===== src/rtl/core/sip_stream_deframer_core_defines.svh =====
// assertion macros for the sip stream deframer core
// no dependencies; expects clk and arst_n in the including module
`ifndef SIP_STREAM_DEFRAMER_CORE_DEFINES_SVH
`define SIP_STREAM_DEFRAMER_CORE_DEFINES_SVH

`ifndef SYNTHESIS

// same-cycle implication, disabled while in reset
`define SIPD_ASSERT_IMPL(lbl, ante, cons) \
	lbl: assert property (@(posedge clk) disable iff (!arst_n) (ante) |-> (cons)) \
		else $error("sipd check failed: same-cycle implication");

// next-cycle implication, disabled while in reset
`define SIPD_ASSERT_NEXT(lbl, ante, cons) \
	lbl: assert property (@(posedge clk) disable iff (!arst_n) (ante) |=> (cons)) \
		else $error("sipd check failed: next-cycle implication");

`else

`define SIPD_ASSERT_IMPL(lbl, ante, cons)
`define SIPD_ASSERT_NEXT(lbl, ante, cons)

`endif

`endif


===== src/rtl/core/sipd_pkg.sv =====
// shared types, character codes and name table for the sip stream deframer
// no dependencies
`timescale 1ns / 1ps

package sipd_pkg;

	// default width of the body length counter
	localparam int LEN_BITS_DEF = 32;

	// characters of interest
	localparam logic [7:0] CHAR_LF    = 8'h0A;
	localparam logic [7:0] CHAR_CR    = 8'h0D;
	localparam logic [7:0] CHAR_COLON = 8'h3A;
	localparam logic [7:0] CHAR_PLUS  = 8'h2B;
	localparam logic [7:0] CHAR_MINUS = 8'h2D;
	localparam logic [7:0] CHAR_ZERO  = 8'h30;
	localparam logic [7:0] CHAR_NINE  = 8'h39;
	localparam logic [7:0] CHAR_SPACE = 8'h20;
	localparam logic [7:0] CHAR_TAB   = 8'h09;
	localparam logic [7:0] CHAR_CTL_HI = 8'h0D;
	localparam logic [7:0] CHAR_UP_A  = 8'h41;
	localparam logic [7:0] CHAR_UP_Z  = 8'h5A;
	localparam logic [7:0] CHAR_LOW_L = 8'h6C;
	localparam logic [7:0] CASE_BIT   = 8'h20;

	// long header name length and position limit
	localparam logic [3:0] LONG_NAME_LEN = 4'd14;
	localparam logic [3:0] NAME_POS_MAX  = 4'd15;

	// terminator progress codes for cr lf cr lf
	localparam logic [1:0] TERM_NONE  = 2'd0;
	localparam logic [1:0] TERM_CR    = 2'd1;
	localparam logic [1:0] TERM_CRLF  = 2'd2;
	localparam logic [1:0] TERM_CRLFCR = 2'd3;

	// candidate mask bits
	localparam logic [1:0] CAND_ALL  = 2'b11;
	localparam logic [1:0] CAND_NONE = 2'b00;

	// position within one header line
	typedef enum logic [2:0] {
		STG_LEAD,
		STG_NAME,
		STG_TAIL,
		STG_VLEAD,
		STG_SIGN,
		STG_DIGITS,
		STG_SKIP
	} line_stage_t;

	// control from the frame logic to the header parser
	typedef struct packed {
		logic step;
		logic clear;
	} hdr_ctl_t;

	// lower-case characters of the long length header name
	function automatic logic [7:0] long_name_char(input logic [3:0] idx);
		logic [7:0] ch;
		case (idx)
			4'd0:    ch = 8'h63; // c
			4'd1:    ch = 8'h6F; // o
			4'd2:    ch = 8'h6E; // n
			4'd3:    ch = 8'h74; // t
			4'd4:    ch = 8'h65; // e
			4'd5:    ch = 8'h6E; // n
			4'd6:    ch = 8'h74; // t
			4'd7:    ch = 8'h2D; // -
			4'd8:    ch = 8'h6C; // l
			4'd9:    ch = 8'h65; // e
			4'd10:   ch = 8'h6E; // n
			4'd11:   ch = 8'h67; // g
			4'd12:   ch = 8'h74; // t
			4'd13:   ch = 8'h68; // h
			default: ch = 8'h00;
		endcase
		return ch;
	endfunction

endpackage


===== src/rtl/core/sipd_hdr_parse.sv =====
// header line parser: finds the first length header and reads its value
// depends on sipd_pkg
`timescale 1ns / 1ps

module sipd_hdr_parse import sipd_pkg::*; #(
	parameter int LEN_BITS = LEN_BITS_DEF
) (
	input  logic                clk,
	input  logic                arst_n,
	input  logic [7:0]          byte_in,
	input  hdr_ctl_t            ctl,
	output logic                len_decided,
	output logic [LEN_BITS-1:0] len_value
);

	line_stage_t         stg_q, stg_d;
	logic [3:0]          pos_q, pos_d;
	logic [1:0]          cand_q, cand_d;
	logic                dec_q, dec_d;
	logic [LEN_BITS-1:0] val_q, val_d;

	logic [7:0]          lc;
	logic                is_ws, is_digit, hit;
	logic [1:0]          cand_t;
	logic [LEN_BITS+3:0] val_ext, val_next;
	logic [3:0]          digit;

	// character classes and the decimal step
	always_comb begin
		lc       = (byte_in >= CHAR_UP_A && byte_in <= CHAR_UP_Z) ? (byte_in | CASE_BIT) : byte_in;
		is_ws    = (byte_in inside {CHAR_SPACE, [CHAR_TAB:CHAR_CTL_HI]});
		is_digit = (byte_in inside {[CHAR_ZERO:CHAR_NINE]});
		digit    = 4'(byte_in - CHAR_ZERO);
		val_ext  = {4'b0, val_q};
		val_next = (val_ext << 3) + (val_ext << 1) + {{LEN_BITS{1'b0}}, digit};
		hit      = (cand_q[0] && pos_q == LONG_NAME_LEN) || (cand_q[1] && pos_q == 4'd1);
	end

	// next state of the line walker
	always_comb begin
		stg_d  = stg_q;
		pos_d  = pos_q;
		cand_d = cand_q;
		dec_d  = dec_q;
		val_d  = val_q;
		cand_t = cand_q;
		if (ctl.clear) begin
			stg_d  = STG_LEAD;
			pos_d  = '0;
			cand_d = CAND_ALL;
			dec_d  = 1'b0;
			val_d  = '0;
		end else if (ctl.step) begin
			if (byte_in == CHAR_LF) begin
				stg_d  = STG_LEAD;
				pos_d  = '0;
				cand_d = CAND_ALL;
			end else begin
				case (stg_q)
					STG_LEAD, STG_NAME, STG_TAIL: begin
						if (byte_in == CHAR_COLON) begin
							if (hit && !dec_q) begin
								dec_d = 1'b1;
								val_d = '0;
								stg_d = STG_VLEAD;
							end else begin
								stg_d = STG_SKIP;
							end
						end else if (is_ws) begin
							if (stg_q == STG_NAME)
								stg_d = STG_TAIL;
						end else begin
							// inner whitespace kills both names
							if (stg_q == STG_TAIL)
								cand_t = CAND_NONE;
							if (pos_q >= LONG_NAME_LEN || lc != long_name_char(pos_q))
								cand_t[0] = 1'b0;
							if (pos_q != 4'd0 || lc != CHAR_LOW_L)
								cand_t[1] = 1'b0;
							cand_d = cand_t;
							if (pos_q < NAME_POS_MAX)
								pos_d = pos_q + 4'd1;
							stg_d = STG_NAME;
						end
					end
					STG_VLEAD, STG_SIGN, STG_DIGITS: begin
						if (is_digit) begin
							// value past the counter range reads as zero
							if (|val_next[LEN_BITS+3:LEN_BITS]) begin
								val_d = '0;
								stg_d = STG_SKIP;
							end else begin
								val_d = val_next[LEN_BITS-1:0];
								stg_d = STG_DIGITS;
							end
						end else if (stg_q == STG_VLEAD && is_ws) begin
							stg_d = STG_VLEAD;
						end else if (stg_q == STG_VLEAD && byte_in == CHAR_PLUS) begin
							stg_d = STG_SIGN;
						end else begin
							if (stg_q == STG_VLEAD && byte_in == CHAR_MINUS)
								val_d = '0;
							stg_d = STG_SKIP;
						end
					end
					default: begin
						stg_d = stg_q;
					end
				endcase
			end
		end
	end

	// state registers
	always_ff @(posedge clk or negedge arst_n) begin
		if (!arst_n) begin
			stg_q  <= STG_LEAD;
			pos_q  <= '0;
			cand_q <= CAND_ALL;
			dec_q  <= 1'b0;
			val_q  <= '0;
		end else begin
			stg_q  <= stg_d;
			pos_q  <= pos_d;
			cand_q <= cand_d;
			dec_q  <= dec_d;
			val_q  <= val_d;
		end
	end

	assign len_decided = dec_q;
	assign len_value   = val_q;

endmodule


===== src/rtl/core/sip_stream_deframer_core.sv =====
// top level of the sip stream deframer: handshake stages, terminator match, body count
// depends on sipd_pkg, sipd_hdr_parse and sip_stream_deframer_core_defines.svh
`timescale 1ns / 1ps

`include "sip_stream_deframer_core_defines.svh"

// Byte stream deframer for content-length framed messages. Every byte taken on the
// item channel comes back on the result channel unchanged, tagged as header or body,
// with end_of_message on the last byte of each message (the final LF of the header
// when the length is zero, otherwise the last body byte). One beat is accepted per
// clock cycle while item_stall is low; each beat passes through the input register and
// then the result register before it is presented on the result side. The per-byte
// state update (line parse, terminator match, body count) is short combinational logic
// between the input register and the result register. A stall on the result side holds
// both stages and then the input. The body counter is LEN_BITS wide; a declared length
// that does not fit reads as 0.
module sip_stream_deframer_core import sipd_pkg::*; #(
	parameter int LEN_BITS = LEN_BITS_DEF
) (
	input  logic       clk,
	input  logic       arst_n,
	input  logic       item_valid,
	output logic       item_stall,
	input  logic [7:0] in_byte,
	output logic       result_valid,
	input  logic       result_stall,
	output logic [7:0] out_byte,
	output logic       is_body,
	output logic       end_of_message
);

	logic                vld_s1, vld_s2;
	logic [7:0]          byte_s1, byte_s2;
	logic                body_s2, eom_s2;
	logic                load_s2, accept;

	logic                body_q, body_d;
	logic [1:0]          term_q, term_d;
	logic [LEN_BITS-1:0] rem_q, rem_d, rem_load;
	logic                done, eom;

	hdr_ctl_t            hctl;
	logic                len_decided;
	logic [LEN_BITS-1:0] len_value;

	// beat flow between the two stages
	assign load_s2    = vld_s1 && (!vld_s2 || !result_stall);
	assign item_stall = vld_s1 && !load_s2;
	assign accept     = item_valid && !item_stall;

	// header line parser
	sipd_hdr_parse #(
		.LEN_BITS(LEN_BITS)
	) u_hdr (
		.clk        (clk),
		.arst_n     (arst_n),
		.byte_in    (byte_s1),
		.ctl        (hctl),
		.len_decided(len_decided),
		.len_value  (len_value)
	);

	// terminator match and body count
	always_comb begin
		body_d   = body_q;
		term_d   = term_q;
		rem_d    = rem_q;
		done     = 1'b0;
		eom      = 1'b0;
		rem_load = len_decided ? len_value : '0;
		if (body_q) begin
			rem_d = rem_q - 1'b1;
			if (rem_d == '0) begin
				eom    = 1'b1;
				body_d = 1'b0;
				term_d = TERM_NONE;
			end
		end else begin
			if (byte_s1 == CHAR_CR) begin
				term_d = (term_q == TERM_CRLF) ? TERM_CRLFCR : TERM_CR;
			end else if (byte_s1 == CHAR_LF && (term_q == TERM_CR || term_q == TERM_CRLFCR)) begin
				done   = (term_q == TERM_CRLFCR);
				term_d = TERM_CRLF;
			end else begin
				term_d = TERM_NONE;
			end
			if (done) begin
				term_d = TERM_NONE;
				rem_d  = rem_load;
				if (rem_load == '0)
					eom = 1'b1;
				else
					body_d = 1'b1;
			end
		end
		hctl.step  = load_s2 && !body_q;
		hctl.clear = load_s2 && (done || (body_q && eom));
	end

	// frame state registers
	always_ff @(posedge clk or negedge arst_n) begin
		if (!arst_n) begin
			body_q <= 1'b0;
			term_q <= TERM_NONE;
			rem_q  <= '0;
		end else if (load_s2) begin
			body_q <= body_d;
			term_q <= term_d;
			rem_q  <= rem_d;
		end
	end

	// input stage
	always_ff @(posedge clk or negedge arst_n) begin
		if (!arst_n)
			vld_s1 <= 1'b0;
		else if (accept)
			vld_s1 <= 1'b1;
		else if (load_s2)
			vld_s1 <= 1'b0;
	end

	always_ff @(posedge clk) begin
		if (accept)
			byte_s1 <= in_byte;
	end

	// result stage
	always_ff @(posedge clk or negedge arst_n) begin
		if (!arst_n)
			vld_s2 <= 1'b0;
		else if (load_s2)
			vld_s2 <= 1'b1;
		else if (!result_stall)
			vld_s2 <= 1'b0;
	end

	always_ff @(posedge clk) begin
		if (load_s2) begin
			byte_s2 <= byte_s1;
			body_s2 <= body_q;
			eom_s2  <= eom;
		end
	end

	assign result_valid   = vld_s2;
	assign out_byte       = byte_s2;
	assign is_body        = body_s2;
	assign end_of_message = eom_s2;

	// checks on the frame logic
	`SIPD_ASSERT_IMPL(a_stall_needs_beat, item_stall, vld_s1)
	`SIPD_ASSERT_IMPL(a_body_count_live, body_q, rem_q != '0)
	`SIPD_ASSERT_IMPL(a_body_term_idle, body_q, term_q == TERM_NONE)
	`SIPD_ASSERT_IMPL(a_hdr_eom_on_lf, vld_s2 && eom_s2 && !body_s2, byte_s2 == CHAR_LF)
	`SIPD_ASSERT_NEXT(a_held_result, vld_s2 && result_stall, vld_s2 && $stable(byte_s2))

endmodule

===== config.mk =====
export PLATFORM = sky130hd
export DESIGN_NAME = sip_stream_deframer_core
export DESIGN_NICKNAME = d
export VERILOG_FILES = /design/src/rtl/core/sipd_pkg.sv /design/src/rtl/core/sipd_hdr_parse.sv /design/src/rtl/core/sip_stream_deframer_core.sv
export VERILOG_INCLUDE_DIRS = /design/src /design/src/rtl/core
export SDC_FILE = /design/constraint.sdc
export NUM_CORES = 1
export LEC_CHECK = 0
export BUFFER_PORTS_ARGS = -buffer_cell sky130_fd_sc_hd__buf_4
export CAP_MARGIN = 20
export CORE_AREA = 2 2 154 156
export CTS_BUF_LIST = sky130_fd_sc_hd__clkbuf_16
export CTS_CLUSTER_DIAMETER = 200
export CTS_CLUSTER_SIZE = 14
export DETAILED_ROUTE_END_ITERATION = 16
export DIE_AREA = 0 0 156 158
export PLACE_DENSITY = 0.49
export SYNTH_ARGS = -nofsm -noshare
export SYNTH_HDL_FRONTEND = slang
export SYNTH_HIERARCHICAL = 1
export SYNTH_SLANG_ARGS = --single-unit

===== constraint.sdc =====
create_clock -name clk -period 8.3 [get_ports clk]
set_input_delay 1.66 -clock clk [delete_from_list [all_inputs] [get_ports clk]]
set_output_delay 1.66 -clock clk [all_outputs]
set_load 0.01 [all_outputs]

; ---- Yosys cells after proc, flatten, opt, wreduce, memory -nomap -nowiden
; Memories as Yosys holds them, arrays and structs flattened.
; Cells that the tools add are included.
[totals]
regBits = 97
rom_bits = 112
inputBits = 12
output_inout_bits = 12
word_cells = 191
mem_count = 1
[mem_list]
columns = name, depth, width, read_ports, rd_clocked_by_memory_dff, write_ports, line_no
row1 = (name not given), 16, 7, 1, 0, 0, sipd_pkg.sv:60  ; case (idx)
[op_classes]
addsub = 5
n_lt_le_gt_ge = 8
n_eq_ne = 29
n_mux = 77
n_reduce_logical = 56
[ops]
columns = op, n
row1 = 32-bit two-way mux, 13
row2 = 32-bit zero test, 2
row3 = 32-bit case mux with 2 select lines, 1
row4 = 8-bit two-way mux, 6
row5 = 35-bit by 33-bit adder with 36-bit output, 1
row6 = 36-bit by 4-bit adder with 36-bit output, 1
row7 = "8-bit by 6-bit equality test with 1-bit output, second input constant", 4
row8 = "32-bit by 1-bit subtractor with 32-bit output, second input constant", 1
row9 = 2-bit two-way mux, 15
row10 = 4-bit two-way mux, 7
row11 = 3-bit two-way mux, 9
row12 = 1-bit two-way mux, 24
row13 = 5-bit AND reduction, 4
row14 = "8-bit by 4-bit equality test with 1-bit output, second input constant", 2
row15 = 1-bit logical AND, 16
row16 = 4-bit nonzero test, 4
row17 = 2-bit nonzero test, 7
row18 = 3-bit nonzero test, 3
row19 = "8-bit by 4-bit >= comparator with 1-bit output, second input constant", 1
row20 = "8-bit by 6-bit >= comparator with 1-bit output, second input constant", 1
row21 = "8-bit by 7-bit >= comparator with 1-bit output, second input constant", 1
row22 = "8-bit by 4-bit less-or-equal comparator with 1-bit output, second input constant", 1
row23 = "8-bit by 6-bit less-or-equal comparator with 1-bit output, second input constant", 1
row24 = "8-bit by 7-bit less-or-equal comparator with 1-bit output, second input constant", 1
row25 = 30 further kinds, 49

; ---- Logic depth before layout (Yosys ltp)
; Gate-level depths: netlist of the first run.
[logic_depth]
word_depth = 21
ltp_mapped = 15
mapped_depth_nobuf = 14

; ---- Modules after synthesis
; The synthesis of the first run kept the hierarchy.
[by_module_without_submodules]
columns = mod, instances, cells_per_inst, area_each_um2, seq_area_each_um2
row1 = sipd_hdr_parse, 1, 576, 4685.7, 1053.5
row2 = sip_stream_deframer_core, 1, 372, 3266.9, 1466.4

; ---- Least setup slack after synthesis of the first run
; Ideal clock, no wire load.
[synth_path]
path_kind = input-to-reg
startpoint = input result_stall
endpoint = register u_hdr.pos_q[0]
setup_ns = 0.128
arrival_ns = 3.557
setup_slack_ns = 4.616
stages = 9
path_cell_list = nand2_1 nand2_1 buf_4 a21oi_1 clkbuf_1 o21a_1 a21oi_1 o21bai_2 mux2_1
[synth_lines]
columns = item, line_no
row1 = "start, declared", sip_stream_deframer_core.sv:26  ; input logic result_stall,
row2 = "end signal, assigned", sipd_hdr_parse.sv:124  ; pos_q <= pos_d;
row3 = "end, declared", sipd_hdr_parse.sv:17  ; logic [3:0] pos_q, pos_d;

==> results of run 1 <==
[cell usage after synthesis (all sizes together), types with 4 or more instances]
library cell	count	share of area, %
and3	7	0.55
o22ai	10	0.94
inv	34	1.6
nand4	20	1.8
or3	4	0.38
and4	4	0.44
o21bai	7	0.71
a2111oi	4	0.44
and2	4	0.31
a22oi	10	0.94
xor2	18	2.0
mux2	4	0.57
xnor2	17	1.9
and4b	4	0.50
clkbuf	30	1.4
a21o	23	2.2
nand3	24	1.5
nor4	26	2.4
nor2b	5	0.39
dfrtp	77	24
nor2	72	3.4
nand2	103	4.9
nor3	31	2.0
a21oi	78	4.9
a32oi	6	0.66
edfxtp	18	6.8
o31ai	9	1.0
a221oi	5	0.55
ha	71	11
a211oi	9	0.85
a311oi	4	0.44
a31oi	14	1.1
buf	20	1.4
o211ai	6	0.63
or4	5	0.52
o21ai	89	5.6
o21a	6	0.57
nand2b	10	0.79
a22o	8	0.88
or2	5	0.39
[state kept, by name, indices dropped and copies added, names as in the netlist]
name / cells
body_q: 1
byte_s1: 8
end_of_message: 1
is_body: 1
out_byte: 8
rem_q: 32
result_valid: 1
term_q: 2
u_hdr/cand_q: 2
u_hdr/len_decided: 1
u_hdr/len_value: 32
u_hdr/pos_q: 4
u_hdr/stg_q: 3
vld_s1: 1
[final timing paths]
path                                       from  cells past startpoint                  end
worst max register to register         rem_q[0]                     13       u_hdr/pos_q[0]
max in group asynchronous                arst_n                      2             rem_q[4]
min in group asynchronous                arst_n                      1  u_hdr/len_value[11]
worst min-delay path            u_hdr/cand_q[1]                      2      u_hdr/cand_q[1]
worst max-delay path                   rem_q[0]                     13       u_hdr/pos_q[0]
worst min register to register  u_hdr/cand_q[1]                      2      u_hdr/cand_q[1]
[through the flow]
| stage | hold slack [ps] | util (%) | instance area, um^2 | instances | worst slack, ps |
|---|---|---|---|---|---|
| finish | 492 | 37.4 | 8630 | 1235 | 4350 |
| floorplan | 423 | - | 7950 | 948 | 4620 |
| detailed placement | 476 | 36.1 | 8320 | 1218 | 3910 |
| global route | 520 | 37.4 | 8630 | 1235 | 3960 |
| global placement | 473 | 36.1 | 8320 | 1218 | 3950 |
| CTS | 489 | 37.4 | 8610 | 1234 | 3950 |
[worst max-delay path, stage by stage (launching register included)]
cell and delay (ps):
dfrtp_1 480, inv_1 100, ha_1 270, nor4b_2 240, buf_4 230, and4_1 420, nand4_1 310, a22oi_1 270
o211ai_1 160, nor3_1 250, o21a_1 320, a21oi_1 160, o21bai_2 290, mux2_1 320
[per-layer routing]
metal | track usage, % | share of wire (%) | wire length [um] | vias up
met3 | 1.78 | 3.2 | 755 | 18
met1 | 28.6 | 50 | 11700 | 3427
met2 | 30.6 | 45 | 10600 | 155
met5 | 0 | 0 | 0 | -
li1 | - | - | - | 3552
met4 | 4.94 | 1.3 | 295 | 0
[cells by family after synthesis]
group                      Yosys count  share of synthesized area (%)
muxes                                6                          0.818
DFF                                 97                           31.7
and+or+nand+nor                    336                           21.7
AOI/OAI and AO/OA                  315                           25.6
buffers and inverters               86                           4.58
xor gates and xnor gates            35                           3.85
adders and majority gates           73                           11.7
[layout make-up]
cell class	instances	area (um^2)
fill	2355	14400
multi-input combinational	765	5070
sequential	97	2520
tap	290	363
timing repair buffer	32	248
clock buffer	9	225
inverter	35	131
clock inverter	7	65.1
[power by group through the flow]
stage	Clock, mW	Sequential (mW)	Combinational [mW]
after floorplan	0	0.546	0.105
after global placement	0	0.569	0.135
after detailed placement	0	0.568	0.134
after CTS	0.438	0.559	0.135
after global routing	0.458	0.565	0.152
final	0.425	0.559	0.135
==> results.yml, run 1 <==
floorplanning:
  rows: 56
  start_util_pct: 34.5
  io_pins: 24
  dieArea_mm2: 0.0246
  die_x_um: 156
  coreArea_mm2: 0.0231
  die_y_um: 158
global_routing:
  grt_overflow: 0
  antenna_found_initial: 0
  grt_usage_pct: 19.4
  grt_first_pass_wirelength_mm: 37.9
  grt_pass1_vias: 6727
  grt_max_degree: 49
power_and_ir_drop:
  seqPwrFrac_pct: 50.0
  power.density_mw_per_mm2: 130
  switchingPower_mw: 0.342
  pwr-share-comb_pct: 12.0
  leakagePower_nw: 3.77
  internal-power_mw: 0.776
  clkPwrFrac_pct: 38.0
  p_sw_share_pct: 30.6
  power_mw: 1.12
  ir_worst_vdd_v: 0.0000881
synthesis:
  synthArstFlopShare_pct: 81.4
  avgSynthCellArea_um2: 8.39
  yosysWarningCount: 6
  synth_edf_count: 18
  synthDistinctLibCells: 89
  syn_area_mm2: 0.00795
  synthCells: 948
  synth_flop_cell: "dfrtp_1"
  synth_sequential_area_ratio_pct: 31.7
  syn-num-nets: 1033
  ys_ff_latch: 97
worst_setup_path:
  path_class: "register to register"
  required_ps: 8540
  critPathLaunchType: "register"
  reg2reg_slack_ps: 4350
  cp_max_fo: 13
  cp.arrival_ps: 4190
  crit_path_end_kind: "register"
route:
  post-route-drc-count: 0
  vias: 7152
  post_drt_wl_per_cell_um: 18.9
  avgViaCountPerCell: 5.79
  totalWireLength_mm: 23.3
  drtAntennaViolNets: 0
  drt_iter0_drc: 425
  drtPass1Iterations: 5
layout:
  nNetsFinal: 1025
  mostFrequentLayoutCells: "nand2_1, a21oi_1, dfrtp_1, ha_1, nor2_1"
  antenna_cells: 0
  final_layout_size_suffix_gt1_share_pct: 8.36
  layout_commonest_cell: "nand2_1"
  area_growth_pct: 8.46
clocking:
  ctsHoldBuffers: 0
  cts_resized: 0
  numCtsBuffers: 9
  cts_tree: "done"
  post_cts_buffers: 0
  insertion_delay_ps: 360
  cts_root_buffer: "clkbuf_16"
  cts.sinks: 97
  clk_pin_slew_worst_paths_ps: 80
  clockBufferDepth: 2
  cts_max_level: 3
timing:
  tightestPinTransition_ps: 729
  finalMaxSlewViolations: 0
  max-slew-margin-rel_pct: 50.9
  rsz0062_at_grt: "no"
  finalClockSkew_ps: 9.55
  tns_ps: 0
  fmax_mhz: 253
  final_hold_viol_count: 0
  setup_viol: 0
  period_needed_ps: 3950
  period_share_pct: 47.6
placement:
  io_buffers: 23
  routabilityCongestion: 0.872
  place_hpwl_mm: 17.5
run:
  max_cap_viol_count: 0
min_path:
  holdCritPathClass: "register to register"
outcome:
  status: "finished, final reports clean"
No activity file was read; power rests on OpenSTA's default activity.
==> run 2, diff against run 1 <==
--- a/config.mk
+++ b/config.mk
@@ -6,14 +6,15 @@
 export SDC_FILE = /design/constraint.sdc
 export NUM_CORES = 1
 export LEC_CHECK = 0
+export ABC_AREA = 1
 export BUFFER_PORTS_ARGS = -buffer_cell sky130_fd_sc_hd__buf_4
 export CAP_MARGIN = 20
-export CORE_AREA = 2 2 154 156
+export CORE_AREA = 2 2 162 164
 export CTS_BUF_LIST = sky130_fd_sc_hd__clkbuf_16
 export CTS_CLUSTER_DIAMETER = 200
 export CTS_CLUSTER_SIZE = 14
 export DETAILED_ROUTE_END_ITERATION = 16
-export DIE_AREA = 0 0 156 158
+export DIE_AREA = 0 0 164 166
 export PLACE_DENSITY = 0.49
 export SYNTH_ARGS = -nofsm -noshare
 export SYNTH_HDL_FRONTEND = slang
==> constraint.sdc (replaced) <==
create_clock -name clk -period 4 [get_ports clk]
set_input_delay 0.8 -clock clk [delete_from_list [all_inputs] [get_ports clk]]
set_output_delay 0.8 -clock clk [all_outputs]
set_load 0.01 [all_outputs]
==> run 2 against run 1 <==
  * Power up 140%
  * Wire length up 13%
  * Register-to-register slack worse by 3800 ps
  * Critical path depth up 10
  * Clock power up 120%
  * Design area up 12%
  * Cell count up 35%
  * Hold slack worse by 56 ps
  * Global-route usage up 0.87 points
  * Synthesized area up 10%
  * Utilization up 0.16 points
  * Worst setup slack worse by 3800 ps
  * Largest power group unchanged
==> results.yml, run 2 <==
worst_setup_path:
  r2r_cells: 23
  endpoint: "u_hdr/pos_q[2]"
  cpMaxStageDelayCell: "dfrtp_1"
  reg2reg_slack_ps: 560
  rr_startpoint: "rem_q[0]"
  required_ps: 4210
  critPathTopFamily: "simple AND/OR/NAND/NOR gates"
  critPathLaunchType: "register"
  cp.arrival_ps: 3650
  cp_num_cells: 23
  cp_num_buf_inv: 4
  r2r-end: "u_hdr/pos_q[2]"
  critPathLaunch: "rem_q[0]"
  slowest_delay_ps: 390
  path_class: "register to register"
  cp_cell_sequence: "inv_1 -> ha_2 -> nand2_4 -> nor2_8 -> nand2_4 -> o21ai_1 -> nand2_1 -> nor2_1 -> nand2_1 -> nor2_1 -> nand3_2 -> nand2_2 -> nand2_2 -> nor2_2 -> inv_1 -> o21ai_2 -> inv_1 -> o31ai_1 -> nand2_1 -> inv_1 -> o31ai_1 -> nand2_1 -> o21ai_0"
  cp_max_fo: 9
  crit_path_end_kind: "register"
route:
  drt_iter0_drc: 538
  vias: 8263
  post-route-drc-count: 0
  drt-met1-wl_mm: 13.0
  totalWireLength_mm: 26.4
  drtAntennaViolNets: 0
  drtPass1Iterations: 5
  wl_met3_um: 808
  post_drt_wl_per_cell_um: 15.8
  avgViaCountPerCell: 4.96
  dr_wl_met2_mm: 12.2
  maxUsedRoutingLayer: "met4"
layout:
  layout.cells.non_filler: 1667
  mostFrequentLayoutCells: "nand2_1, inv_1, nor2_1, dfrtp_1, ha_1"
  antenna_cells: 0
  layout_commonest_cell: "nand2_1"
  nNetsFinal: 1412
  fillers: 2796
  final_cell_area_mm2: 0.00963
  final_layout_size_suffix_gt1_share_pct: 10.7
  area_growth_pct: 9.71
global_routing:
  grt_overflow: 0
  grt_first_pass_wirelength_mm: 43.8
  grt_max_degree: 43
  grt_usage_pct: 20.3
  antenna_found_initial: 0
  grt_pass1_vias: 8248
clocking:
  insertion_delay_ps: 370
  numCtsBuffers: 9
  cts_tree: "done"
  clk_pin_slew_worst_paths_ps: 80
  cts_root_buffer: "clkbuf_16"
  clockBufferDepth: 2
  post_cts_buffers: 0
  cts_max_level: 3
  cts.sinks: 97
floorplanning:
  coreArea_mm2: 0.0256
  die_x_um: 164
  io_pins: 24
  dieArea_mm2: 0.0272
  die_y_um: 166
  start_util_pct: 34.3
  rows: 59
synthesis:
  synthDistinctLibCells: 50
  synthCells: 1307
  ys_top_cells_by_count: "nand2_1, inv_1, nor2_1, dfrtp_1, ha_1"
  synth.most_common_cell: "nand2_1"
  syn_area_mm2: 0.00877
  synth.top_cell.area_share_pct: 22.0
  ys_ff_latch: 97
  synth_sequential_area_ratio_pct: 28.7
  syn-num-nets: 1392
  synth_largest_area_cell: "dfrtp_1"
  synthArstFlopShare_pct: 81.4
  synth_edf_count: 18
  synth_flop_cell: "dfrtp_1"
  synth_area_leaders: "dfrtp_1, nand2_1, ha_1"
  avgSynthCellArea_um2: 6.71
  yosysWarningCount: 6
placement:
  routabilityCongestion: 0.916
  placed_area_mm2: 0.00932
  placed_cells: 1651
  place_hpwl_mm: 21.2
  io_buffers: 23
timing:
  tightestPinTransition_ps: 897
  final_hold_viol_count: 0
  rsz0062_at_grt: "no"
  finalMaxSlewViolations: 0
  period_needed_ps: 3440
  setup_viol: 0
  period_share_pct: 86.0
  fmax_mhz: 291
  tns_ps: 0
  finalClockSkew_ps: 11.5
  max-slew-margin-rel_pct: 39.7
outcome:
  status: "finished, final reports clean"
min_path:
  holdCritPathClass: "primary input to asynchronous set/reset pin"
power_and_ir_drop:
  power.density_mw_per_mm2: 281
  ir_worst_vdd_v: 0.000315
  leakagePower_nw: 4.87
run:
  max_cap_viol_count: 0
## run 2: repair_timing
action / in CTS / in global routing
resized for setup: 0 / 2
hold buffers: 0 / 0
endpoints found under the setup margin: 0 / 8
## run 2: per-stage QoR
step           hold WS (ps)  util (%)  setup slack, ps  total power, mW
5_1_grt                 474      37.6             50.5             2.90
2_1_floorplan           434         -              913             1.61
6_report                436      37.6              559             2.71
3_5_place_dp            453      36.4              405             1.81
4_1_cts                 459      37.6              371             2.75
3_3_place_gp            449      36.4              516             1.82
## run 2: worst register-to-register path, delay by kind of cell, from the launching register on
kind	cells	cell delay (ps)
simple gates	13	1400
compound gates	5	640
buf+inv	4	550
flops	1	390
fa+ha+maj	1	300
## run 2: logic make-up (layout without fill, tap and decap cells)
kind of cell / count (synthesis) / count (layout) / share of synthesized area (%)
fa+ha+maj: 73 / 73 / 10.6
buf+inv: 187 / 212 / 8.50
flops: 97 / 97 / 28.7
simple gates: 722 / 722 / 35.9
compound gates: 201 / 201 / 13.6
xor+xnor: 27 / 27 / 2.70
## run 2: area by class of cell
class | instances | area (um^2) | area share, %
tap | 335 | 419 | 4.35
timing repair buffer | 35 | 263 | 2.73
clock buffer | 9 | 225 | 2.34
sequential | 97 | 2520 | 26.2
clock inverter | 7 | 81.3 | 0.845
inverter | 161 | 604 | 6.28
multi-input combinational | 1023 | 5510 | 57.3
## run 2: report_power, final
group / switching, mW / leakage, nW / internal [mW] / total, mW
logic: 0.418 / 3.60 / 0.211 / 0.629
registers: 0.0851 / 1.12 / 1.07 / 1.15
clock network: 0.476 / 0.150 / 0.448 / 0.923
total: 0.978 / 4.87 / 1.73 / 2.71
## run 2: worst min-delay path by stage
stage	endpoint	depth (start not counted)
floorplan	result_valid	2
global placement	result_valid	2
detailed placement	result_valid	2
CTS	rem_q[21]	1
global route	rem_q[22]	1
finish	rem_q[21]	1
## run 2: per-layer routing
layer,vias up,GRT usage [%]
met5,-,0
met4,0,4.50
met3,24,2.62
met2,144,33.0
met1,3803,28.7
li1,4292,-
==> run 3, diff against run 2 <==
--- a/config.mk
+++ b/config.mk
@@ -15,7 +15,7 @@
 export CTS_CLUSTER_SIZE = 14
 export DETAILED_ROUTE_END_ITERATION = 16
 export DIE_AREA = 0 0 164 166
-export PLACE_DENSITY = 0.49
+export PLACE_DENSITY = 0.51
 export SYNTH_ARGS = -nofsm -noshare
 export SYNTH_HDL_FRONTEND = slang
 export SYNTH_HIERARCHICAL = 1
==> constraint.sdc (replaced) <==
create_clock -name clk -period 3.1 [get_ports clk]
set_input_delay 0.62 -clock clk [delete_from_list [all_inputs] [get_ports clk]]
set_output_delay 0.62 -clock clk [all_outputs]
set_load 0.01 [all_outputs]
==> run 3 against run 2 <==
  * Sequential power is 29% higher
  * Largest power group unchanged
  * Highest routed layer unchanged
  * Wire length is 1.8% higher
  * Utilization is 2.7 points higher
  * Design area is 7.2% higher
  * Die area stayed put
==> results.yml, run 3 (synthesis gave the netlist of run 2 again) <==
outcome:
  status: "finished, final reports clean"
placement:
  preCtsSetupSlack_ps: -159
  placed_cells: 1697
  io_buffers: 23
  place_hpwl_mm: 21.7
  routabilityCongestion: 0.905
timing:
  rsz0062_at_grt: "yes"
  period_share_pct: 96.5
  hold_ws_ps: 256
  final_hold_viol_count: 0
  finalMaxSlewViolations: 0
  finalClockSkew_ps: 13.1
  tns_ps: 0
  tightestPinTransition_ps: 1040
  layout_setup_ws_ps: 108
  period_needed_ps: 2990
  fmax_mhz: 334
  setup_viol: 0
  max-slew-margin-rel_pct: 30.7
clocking:
  cts_tree: "done"
  clockBufferDepth: 2
  cts_max_level: 3
  insertion_delay_ps: 360
  numCtsBuffers: 9
  clk_pin_slew_worst_paths_ps: 80
  cts.sinks: 97
  cts_root_buffer: "clkbuf_16"
  ctsHoldBuffers: 0
worst_setup_path:
  critPathLaunchType: "register"
  r2r_cells: 26
  rr_startpoint: "rem_q[0]"
  crit_path_end_kind: "register"
  crit_path_frequent_cell: "inv_2"
  cp_max_fo: 5
  path_class: "register to register"
  cp.arrival_ps: 3240
  r2r-end: "u_hdr/pos_q[0]"
  cpMaxStageDelayCell: "dfrtp_1"
  reg2reg_slack_ps: 110
  required_ps: 3350
  slowest_delay_ps: 370
run:
  max_cap_viol_count: 0
layout:
  area_growth_pct: 17.6
  layout.cells.non_filler: 1727
  final_layout_size_suffix_gt1_share_pct: 17.7
  fillers: 2734
  antenna_cells: 0
  layout_commonest_cell: "nand2_1"
  nNetsFinal: 1472
  mostFrequentLayoutCells: "nand2_1, inv_1, nor2_1, buf_4, dfrtp_1"
route:
  post_drt_wl_per_cell_um: 15.6
  drt_iter0_drc: 621
  avgViaCountPerCell: 5.00
  post-route-drc-count: 0
  drtAntennaViolNets: 0
  totalWireLength_mm: 26.9
  vias: 8632
  drtPass1Iterations: 6
floorplanning:
  dieArea_mm2: 0.0272
  rows: 59
  die_x_um: 164
  coreArea_mm2: 0.0256
  die_y_um: 166
  start_util_pct: 34.3
  io_pins: 24
power_and_ir_drop:
  power.density_mw_per_mm2: 356
  leakagePower_nw: 5.21
  ir_worst_vdd_v: 0.000278
global_routing:
  antenna_found_initial: 0
  grt_first_pass_wirelength_mm: 43.0
  grt_overflow: 0
  grt_max_degree: 45
  grt_pass1_vias: 8166
  grt_usage_pct: 20.0
min_path:
  holdCritPathClass: "primary input to asynchronous set/reset pin"
## run 3: stage by stage
step	utilization [%]	power, mW	cell area [um^2]
finish	40.3	3.67	10300
global route	40.3	3.88	10300
CTS	39.4	3.61	10100
detailed placement	37.9	2.38	9710
global placement	37.9	2.39	9710
floorplan	-	2.08	8770
## run 3: worst max path at each step
stage,start,to,cells after the start
6_report,rem_q[0],u_hdr/pos_q[0],26
5_1_grt,rem_q[1],u_hdr/stg_q[1],25
4_1_cts,rem_q[9],u_hdr/stg_q[1],23
3_5_place_dp,rem_q[1],u_hdr/stg_q[1],24
3_3_place_gp,rem_q[1],u_hdr/stg_q[1],24
2_1_floorplan,rem_q[0],u_hdr/stg_q[1],26
## run 3: area by class of cell
| cell class | count | area [um^2] | share of cell area [%] |
|---|---|---|---|
| timing repair buffer | 95 | 772 | 7.48 |
| inverter | 161 | 609 | 5.91 |
| tap | 335 | 419 | 4.06 |
| clock buffer | 9 | 225 | 2.18 |
| multi-input combinational | 1023 | 5670 | 55.0 |
| clock inverter | 7 | 95.1 | 0.922 |
| sequential | 97 | 2520 | 24.5 |
## run 3: where the power goes
group / internal (mW) / switching [mW] / leakage, nW
combinational: 0.352 / 0.616 / 3.94
sequential: 1.38 / 0.100 / 1.11
clock: 0.652 / 0.568 / 0.157
## run 3: metal layers
metal / wire length, um / GRT usage [%] / up-vias / share of wire, %
met5: 0 / 0 / - / 0
met4: 234 / 3.62 / 0 / 0.87
met3: 1060 / 2.15 / 16 / 4.0
met2: 12000 / 30.2 / 188 / 45
met1: 13600 / 30.8 / 4021 / 51
li1: - / - / 4407 / -
## run 3: timing repair
| action | 4_1_cts | 5_1_grt |
|---|---|---|
| gates cloned | 0 | 1 |
| setup endpoints to repair | 39 | 41 |
| setup buffers | 0 | 13 |
| pin swaps | 3 | 24 |
| gates resized for setup | 15 | 57 |
## run 3: critical path: cells and delay by family, from the launching register on
kind	cells	cell delay (ps)
AOI/OAI and AO/OA	4	280
buffers and inverters	9	1000
DFF	1	370
and+or+nand+nor	13	1220
